--- config.mk ---
export PLATFORM = sky130hd
export DESIGN_NAME = lgge_row_rule
export DESIGN_NICKNAME = d
export VERILOG_FILES = /design/src/sv/lgge_pkg.sv /design/src/sv/lgge_row_rule.sv
export SDC_FILE = /design/constraint.sdc
export NUM_CORES = 1
export LEC_CHECK = 0
export BUFFER_PORTS_ARGS = -buffer_cell sky130_fd_sc_hd__buf_2
export CAP_MARGIN = 20
export CORE_ASPECT_RATIO = 0.9
export CORE_MARGIN = 2
export CORE_UTILIZATION = 27
export DETAILED_ROUTE_END_ITERATION = 6
export PLACE_DENSITY = 0.49
export SYNTH_ARGS = -nofsm -noshare
export SYNTH_HDL_FRONTEND = slang
export SYNTH_SLANG_ARGS = --single-unit
--- constraint.sdc ---
create_clock -name vclk -period 3
set_input_delay 0 -clock vclk [all_inputs]
set_output_delay 0 -clock vclk [all_outputs]
set_load 0.02 [all_outputs]
--- src/sv/lgge_pkg.sv ---
// Shared types and constants for the life grid generation engine.
// Used by lgge_row_rule and life_grid_generation_engine; depends on nothing.

package lgge_pkg;

  localparam int GRID_MAX_DEF = 64;

  // Fixed widths of the item fields and registers.
  localparam int MODE_W      = 2;
  localparam int COORD_W     = 6;
  localparam int SIZE_CFG_W  = 7;
  localparam int GENS_W      = 16;
  localparam int CFG_DATA_W  = 16;
  localparam int IN_TDATA_W  = 16;
  localparam int OUT_TDATA_W = 24;
  localparam int COUNT_W     = 4;

  localparam logic [SIZE_CFG_W-1:0] GRID_SIZE_RESET = 7'd64;
  localparam logic [GENS_W-1:0]     MAX_GENS_RESET  = 16'd1;

  // Neighbor counts of the B3/S23 rule.
  localparam logic [COUNT_W-1:0] BIRTH_COUNT = 4'd3;
  localparam logic [COUNT_W-1:0] KEEP_COUNT  = 4'd2;

  typedef enum logic [MODE_W-1:0] {
    MODE_LOAD = 2'd0,
    MODE_RUN  = 2'd1,
    MODE_READ = 2'd2
  } mode_t;

  typedef enum logic {
    CFG_GRID_SIZE = 1'b0,
    CFG_MAX_GENS  = 1'b1
  } cfg_reg_t;

  typedef enum logic [3:0] {
    ST_IDLE,
    ST_LOAD_WR,
    ST_READ_CAP,
    ST_GEN_START,
    ST_GEN_MID,
    ST_ROW_RD,
    ST_ROW_CAP,
    ST_ROW_CALC,
    ST_GEN_END,
    ST_RESP
  } state_t;

  // Next value of one cell from its live neighbor count and its present value.
  function automatic logic life_rule(input logic [COUNT_W-1:0] cnt, input logic old);
    life_rule = (cnt == BIRTH_COUNT) || ((cnt == KEEP_COUNT) && old);
  endfunction

endpackage

--- src/sv/lgge_row_rule.sv ---
// Rule unit shared by every row of every generation: one lane per column.
// Depends on lgge_pkg for the rule; bits outside the grid arrive as zero.

module lgge_row_rule #(
  parameter int COLS = 64
) (
  input  logic [COLS-1:0] above,
  input  logic [COLS-1:0] mid,
  input  logic [COLS-1:0] below,
  output logic [COLS-1:0] next_row
);

  import lgge_pkg::*;

  logic [COLS+1:0] pa;
  logic [COLS+1:0] pm;
  logic [COLS+1:0] pb;

  // A dead cell on each side stands for the border.
  assign pa = {1'b0, above, 1'b0};
  assign pm = {1'b0, mid, 1'b0};
  assign pb = {1'b0, below, 1'b0};

  always_comb begin
    logic [COUNT_W-1:0] cnt;
    for (int c = 0; c < COLS; c++) begin
      cnt = {3'b000, pa[c]} + {3'b000, pa[c+1]} + {3'b000, pa[c+2]}
          + {3'b000, pm[c]} + {3'b000, pm[c+2]}
          + {3'b000, pb[c]} + {3'b000, pb[c+1]} + {3'b000, pb[c+2]};
      next_row[c] = life_rule(cnt, mid[c]);
    end
  end

endmodule
======== Word level (Yosys, flattened, before mapping) ========
Cells that the tools add are included.
storage, ports and cells
  flip-flop bits (word level) ............. 0
  bits in latches ......................... 0
  memory bits (writable) .................. 0
  ROM bits ................................ 0
  input port bits ......................... 192
  output and inout port bits .............. 64
  logic and storage cells ................. 697
  memories kept ........................... 0
operators by class
  add/subtract/negate cells ............... 441
  $mul .................................... 0
  div/mod/pow operators ................... 0
  order comparisons ....................... 0
  equal/unequal tests ..................... 128
  shift operators ......................... 0
  multiplexer cells ....................... 0
  bitwise logic cells ..................... 0
  reductions and logical operators ........ 128
operators by type and width
  operator                                                          count
  4-bit by 1-bit adder with 4-bit output                            252
  4-bit by 2-bit == test with 1-bit output (second input constant)  128
  3-bit by 1-bit adder with 4-bit output                            63
  2-bit by 1-bit adder with 3-bit output                            63
  1-bit by 1-bit adder with 2-bit output                            63
  1-bit logical AND                                                 64
  1-bit logical OR                                                  64

======== Logic depth before layout (Yosys ltp) ========
Gate-level depths: netlist of run 1.
  depth after elaboration ................. 10
  gate-level depth with buffers ........... 9
  depth with buffers taken out ............ 9

======== Worst setup path before layout of run 1 ========
Ideal clock, no wire load.
  kind .................................... input-to-output
  from .................................... input above[30]
  to ...................................... output next_row[31]
  arrival time ............................ 2.688 ns
  required time ........................... 3.000 ns
  path slack .............................. 0.312 ns
  stages on the path ...................... 9
  buffers on the path ..................... 0
  path through ............................ inv_1 -> fa_1 -> fa_1 -> fa_1 -> inv_1 -> ha_1 -> fa_1 -> or2_0 -> a21oi_1
on the way
  cells in the longest elaborated chain, start to end .. 10
  elaborated cells on any way between the ends .. 11
  classes of those cells .................. 7 x add/sub; 2 x eq/ne; 2 x reduce/logical
RTL lines
  element                                                   RTL line             source
  from (decl)                                               lgge_row_rule.sv:7   input logic [COLS-1:0] above,
  1-bit by 1-bit adder with 2-bit output (*)                lgge_row_rule.sv:27  cnt = {3'b000, pa[c]} + {3'b000, pa[c+1]} + {3'b000, pa[c+2]}
  2-bit by 1-bit adder with 3-bit output (*)                lgge_row_rule.sv:27
  3-bit by 1-bit adder with 4-bit output (*)                lgge_row_rule.sv:28  + {3'b000, pm[c]} + {3'b000, pm[c+2]}
  4-bit by 1-bit adder with 4-bit output (*)                lgge_row_rule.sv:28
  4-bit by 1-bit adder with 4-bit output (*) (3 in series)  lgge_row_rule.sv:29  + {3'b000, pb[c]} + {3'b000, pb[c+1]} + {3'b000, pb[c+2]};
  4-bit by 2-bit == test with 1-bit output                  lgge_pkg.sv:51       life_rule = (cnt == BIRTH_COUNT) || ((cnt == KEEP_COUNT) && old);
  1-bit logical AND                                         lgge_pkg.sv:51
  1-bit logical OR (*)                                      lgge_pkg.sv:51
  to (decl)                                                 lgge_row_rule.sv:10  output logic [COLS-1:0] next_row
Every way passes the cells marked *; elsewhere a longest branch is shown, timed or not.

======== Worst setup path after layout of run 1 ========
  from .................................... input above[55]
  to ...................................... output next_row[56]
Same word-level chain as after synthesis.

==> results.md, run 1 <==
- Outcome: finished, final reports clean
- Cells along the critical path: buf_2 > inv_1 > fa_1 > fa_1 > fa_1 > inv_1 > ha_1 > fa_1 > or2_0 > a21oi_1 > buf_4
- Synth Area in Simple Gates: 6.834%
- Crit path max-delay family: adder cells
- Slew margin rel.: 84.22%
- Register area share after synthesis: 0%
- Place WS: -32.14 ps
- Share of total power in the clock network: 0%
- Final WS setup: 119.0 ps
- Unique cell type count in the Yosys netlist: 14
- Final setup viols: 0
- Post-synthesis mux area share: 0%
- Rows: 69
- Buf/Inv on CP: 4
- Final hold violation count: 0
- Worst setup EP type: output port
- Hold path cells: 4
- Fill cells: 4166
- Die width: 213.9 um
- Crit start category: input port
- Die Y-Extent: 192.9 um
- Synth warn: 0
- WP data required: 3000 ps
- First-pass GRT wire length: 40430 um
- FF+latch area: 0 sq um
- Synth Area in Adders: 69.07%
- Critical path class: input port to output port
- Leakage power total: 7.260 nW
- Max-slew violation count: 0
- Worst path most repeated cell: fa_1
- Arrival time at the worst endpoint: roughly 2900 ps
- Cell Pwr Density: roughly 350 mW/mm^2
- Crit-path max cell delay: 550 ps
- Proportion of layout cells with a drive suffix above 1: 19.53%
- Hold-fix buffers, CTS: 0
- Switch share: 57.35%
- VDD IR max: 0.0001687 V
- DIE AREA: 0.04128 sq mm
- Initial core utilization: between 20% and 30%
- Final Cell Area: 0.01285 sq mm
- Vias per cell: 4.033
- Slew @ Worst Pin: 234.3 ps
- I/O pin total: 256
- Port Buf Inserts: around 260
- Synth Cell Area: roughly 0.011 sq mm
- Initial antenna violation count: 15
- Avg Cell Area, Syn: a little under 9 sq um
- Half-perimeter wire length after placement: 22910 um
- Per-cell routed wire length: between 10 and 15 um
- Final min period: roughly 2900 ps
- First-pass iteration count of the detailed router: 4
- Worst setup path start: above[55]
- Post-synthesis compound-gate area fraction: approximately 8.6%
- Max Clock Freq: ~0.35 GHz
- GRT overflow: 0
- Mapped Cells: ~1200
- Share of power burned in registers: 0%
- Post-Synthesis Net Count: 1829
- Hold slack: between 300 and 400 ps
- Post-Synth XOR/XNOR Area: 0%
- Max Fanout on Critical Path: 2
- NetSw: 2.588 mW
- Pin count of the biggest net entering global routing: 4
- Worst Hold Launch: mid[1]
- ANT nets after route: 0
- RSZ-0062 raised after global routing: yes
- Combinational share of power: 100.0%
- Internal power: between 1.5 and 2 mW
- Layout Nets: 2093
- Vias: between 8000 and 9000
- Overall power: 4.512 mW
- Area growth syn-to-layout: 19.98%
- Remaining DRCs: 0
- Clock buf count: 0
- Seq cells: 0
- Gpl congestion: 0.8051
- Gr usage total: 11.62%
- Initial DRC Count: 170
- Min-delay worst type: input port to output port
- Critical-path cell with the highest stage delay: fa_1
- Final period util: 96.03%
- Placeable core area: 0.03928 sq mm
- Number of global-route vias before repair: ~8700
- WL final: 23310 um
- Max Cap Viol: 0
- CP Depth: 11
- Placed cell areas: 0.01271 sq mm
- Largest family of logic cells by synthesized area: adder cells
-- routing by layer --
layer	up-vias	wire (um)	part of all wire (%)	track usage (%)
li1	4134	-	-	-
met1	3730	10580	45	15.24
met2	158	10970	47	20.58
met3	18	1590	6.8	2.808
met4	14	74	0.32	0.2690
met5	-	90	0.39	0
-- cells in the mapped netlist --
master / instances / area, sq um
inv_1: 442 / 1659
fa_1: 252 / 5045
ha_1: 188 / 2352
a21oi_1: 122 / 610.6
nand3_1: 61 / 305.3
o21ai_0: 61 / 305.3
or2_1: 44 / 275.3
or2_0: 17 / 106.4
nor2_1: 4 / 15.01
nor3b_1: 2 / 15.01
a31oi_1: 1 / 6.260
nand2_1: 1 / 3.750
nor2b_1: 1 / 6.260
nor3_1: 1 / 5.000
-- power groups by stage --
stage / Clock [mW] / Sequential [mW] / Combinational [mW]
3_5_place_dp: 0 / 0 / 4.45
4_1_cts: 0 / 0 / 4.50
6_report: 0.000000268 / 0 / 4.51
2_1_floorplan: 0 / 0 / 3.20
5_1_grt: 0.0000000891 / 0 / 5.35
3_3_place_gp: 0 / 0 / 4.35
-- logic make-up (layout without fill, tap and decap cells) --
group	Yosys count	in the layout
compound gates	184	184
fa+ha+maj	440	440
buf+inv	442	704
other cells	0	6
simple gates	131	131
-- final timing paths --
| path | to |
|---|---|
| setup / recovery | next_row[56] |
| hold / removal | next_row[1] |
-- final cells by class --
cell class,instances,area [sq um],share of cell area (%)
Inverter,442,1662,12.93
Antenna cell,6,15.01,0.1168
Tap cell,532,665.6,5.180
Timing Repair Buffer,262,1403,10.92
Multi-Input combinational cell,755,9105,70.86
-- cell usage in the layout (no fill, tap or decap), types with 17 or more instances in the layout --
cell,instances
o21ai_0,59
buf_4,19
inv_1,435
fa_1,248
buf_2,238
ha_1,187
nand3_1,61
or2_1,44
a21oi_1,112
or2_0,17
-- metrics by stage --
step	cells	util (%)	setup TNS, ps
after global placement	1991	32.37	-60.41
after floorplan	1197	-	0
after global routing	1993	32.69	-34.91
after detailed placement	1991	32.37	-32.14
final	1997	32.71	0
after CTS	1991	32.39	0
-- repair_timing --
item,4_1_cts,5_1_grt
pin swaps,0,13
buffers inserted,0,1
gates resized for setup,3,49
setup endpoints to repair,2,16
(Power assumes the default switching activity.)
==> inputs of run 2 (changes only) <==
==> constraint.sdc (replaced) <==
create_clock -name vclk -period 3
set_input_delay 0.15 -clock vclk [all_inputs]
set_output_delay 0.15 -clock vclk [all_outputs]
set_load 0.02 [all_outputs]
==> run 2 against run 1 <==
Effect of this change:
- the run now ends with negative setup slack left
- flip-flop and latch count stayed put
- non-clock buffer count grew 139
- fmax fell by 6.9%
- total power increased by 29%
- largest power group unchanged
- routed wire length rose by 8.8%
- highest routed layer unchanged
==> results.md, run 2 (synthesized netlist as in run 1, its figures left out) <==
- Outcome: finished with violations (was finished, final reports clean)
- Failing checks: negative setup slack
- WL final: 25370 um (was 23310 um)
- DIE AREA: 0.04128 sq mm (unchanged)
- WP data required: 2850 ps (was 3000 ps)
- Placed cell areas: 0.01368 sq mm (was 0.01271 sq mm)
- Leakage power total: 7.975 nW (was 7.260 nW)
- Seq cells: 0 (unchanged)
- Placeable core area: 0.03928 sq mm (unchanged)
- Placed Cells: 2120 (was 1991)
- Max Cap Viol: 0 (unchanged)
- Final core occ: 39.82% (was 32.71%)
- Final Cell Area: 0.01564 sq mm (was 0.01285 sq mm)
- Worst setup EP type: output port (unchanged)
- ANT nets after route: 0 (unchanged)
- Crit path max-delay family: adder cells (unchanged)
- Initial DRC Count: 176 (was 170)
- Gr usage total: 12.45% (was 11.62%)
- FF+latch area: 0 sq um (unchanged)
- Overall power: 5.810 mW (was 4.512 mW)
- Number of global-route vias before repair: 9578 (was 8681)
- Slew margin rel.: 83.72% (was 84.22%)
- First-pass iteration count of the detailed router: 4 (unchanged)
- Pin count of the biggest net entering global routing: 4 (unchanged)
- Buf/Inv on CP: 4 (unchanged)
- Crit start category: input port (unchanged)
- Cell Pwr Density: 371.5 mW/mm^2 (was 351.1 mW/mm^2)
- Hold slack: 676.3 ps (was 391.1 ps)
- Arrival time at the worst endpoint: 2940 ps (was 2880 ps)
- Proportion of layout cells with a drive suffix above 1: 45.37% (was 19.53%)
- Final hold violation count: 0 (unchanged)
- Critical-path cell with the highest stage delay: fa_1 (unchanged)
- Area growth syn-to-layout: 46.04% (was 19.98%)
- Die Y-Extent: 192.9 um (unchanged)
- VDD IR max: 0.0002447 V (was 0.0001687 V)
- Final cell count without fillers: 2134 (was 1997)
- Layout Nets: 2232 (was 2093)
- Fill cells: 3935 (was 4166)
- Crit-path max cell delay: 580 ps (was 550 ps)
- Vias per cell: 4.098 (was 4.033)
- Area of the multi-input gates: 0.009911 sq mm (was 0.009105 sq mm)
- RSZ-0062 raised after global routing: yes (unchanged)
- Initial antenna violation count: 8 (was 15)
- Remaining DRCs: 0 (unchanged)
- Clock buf count: 0 (unchanged)
- Final setup viols: 21 (was 0)
- First-pass GRT wire length: 43460 um (was 40430 um)
- GRT overflow: 0 (unchanged)
- Place WS: -349.8 ps (was -32.14 ps)
- Max Clock Freq: 0.3232 GHz (was 0.3471 GHz)
- Critical path class: input port to output port (unchanged)
- Port Buf Inserts: 256 (unchanged)
- Final WS setup: -94.50 ps (was 119.0 ps)
- Slew @ Worst Pin: 243.9 ps (was 234.3 ps)
- Max Fanout on Critical Path: 2 (unchanged)
- Final min period: 3095 ps (was 2881 ps)
- Setup TNS: -614.4 ps (was 0 ps)
- Gpl congestion: 0.7937 (was 0.8051)
- I/O pin total: 256 (unchanged)
- Initial core utilization: 27.27% (unchanged)
- Cells along the critical path: buf_12 > inv_6 > fa_1 > fa_1 > fa_1 > inv_1 > ha_2 > fa_2 > or2_1 > a21oi_2 > buf_6 (was buf_2 > inv_1 > fa_1 > fa_1 > fa_1 > inv_1 > ha_1 > fa_1 > or2_0 > a21oi_1 > buf_4)
- Most frequent cells in the layout: inv_1, fa_1, buf_4 (was inv_1, fa_1, buf_2)
- Hold-fix buffers, CTS: 0 (unchanged)
- Min-delay worst type: input port to output port (unchanged)
- Most common cell after layout, fill and taps aside: inv_1 (unchanged)
- Rows: 69 (unchanged)
- Die width: 213.9 um (unchanged)
- Half-perimeter wire length after placement: 23640 um (was 22910 um)
- Final period util: 103.2% (was 96.03%)
- Vias: 8746 (was 8054)
- Worst path most repeated cell: fa_1 (unchanged)
- Max-slew violation count: 0 (unchanged)
- Per-cell routed wire length: 11.89 um (was 11.67 um)
run 2: cell types whose count changed in the layout (fill, tap and decap cells not counted), sizes merged:
cell,delta
buf,+139
diode,-2
run 2: repair_timing:
action / CTS / global route
pin swaps: 152 / 131
resized for setup: 432 / 258
setup endpoints to repair: 61 / 61
setup buffers: 4 / 6
run 2: area by class of cell:
class	count	area share [%]
Multi-Input combinational cell	755	63.36
Timing Repair Buffer	401	20.80
Antenna cell	4	0.06399
Tap cell	532	4.256
Inverter	442	11.52
run 2: power by group:
| part | switching (mW) | total (mW) | internal [mW] |
|---|---|---|---|
| logic | 3.03 | 5.81 | 2.78 |
| clock network | 0 | 0.000000178 | 0.000000178 |
| registers | 0 | 0 | 0 |
| total | 3.03 | 5.81 | 2.78 |
run 2: tightest hold or removal path: cells and delay by family:
kind,cells,cell delay (ps)
AOI/OAI and AO/OA,2,160
buffers and inverters,2,210
run 2: metal layers:
| layer | part of all wire (%) | GRT usage, % | vias up |
|---|---|---|---|
| met5 | 0.18 | 0 | - |
| li1 | - | - | 4422 |
| met1 | 41 | 15.60 | 4145 |
| met2 | 51 | 22.83 | 159 |
| met4 | 0.44 | 0.4841 | 8 |
| met3 | 7.3 | 3.059 | 12 |
run 2: path summary, 6_finish.rpt:
| path | start | end | cells past startpoint | slack (ps) |
|---|---|---|---|---|
| max | above[39] | next_row[40] | 11 | -90 |
| min | mid[24] | next_row[24] | 4 | 680 |
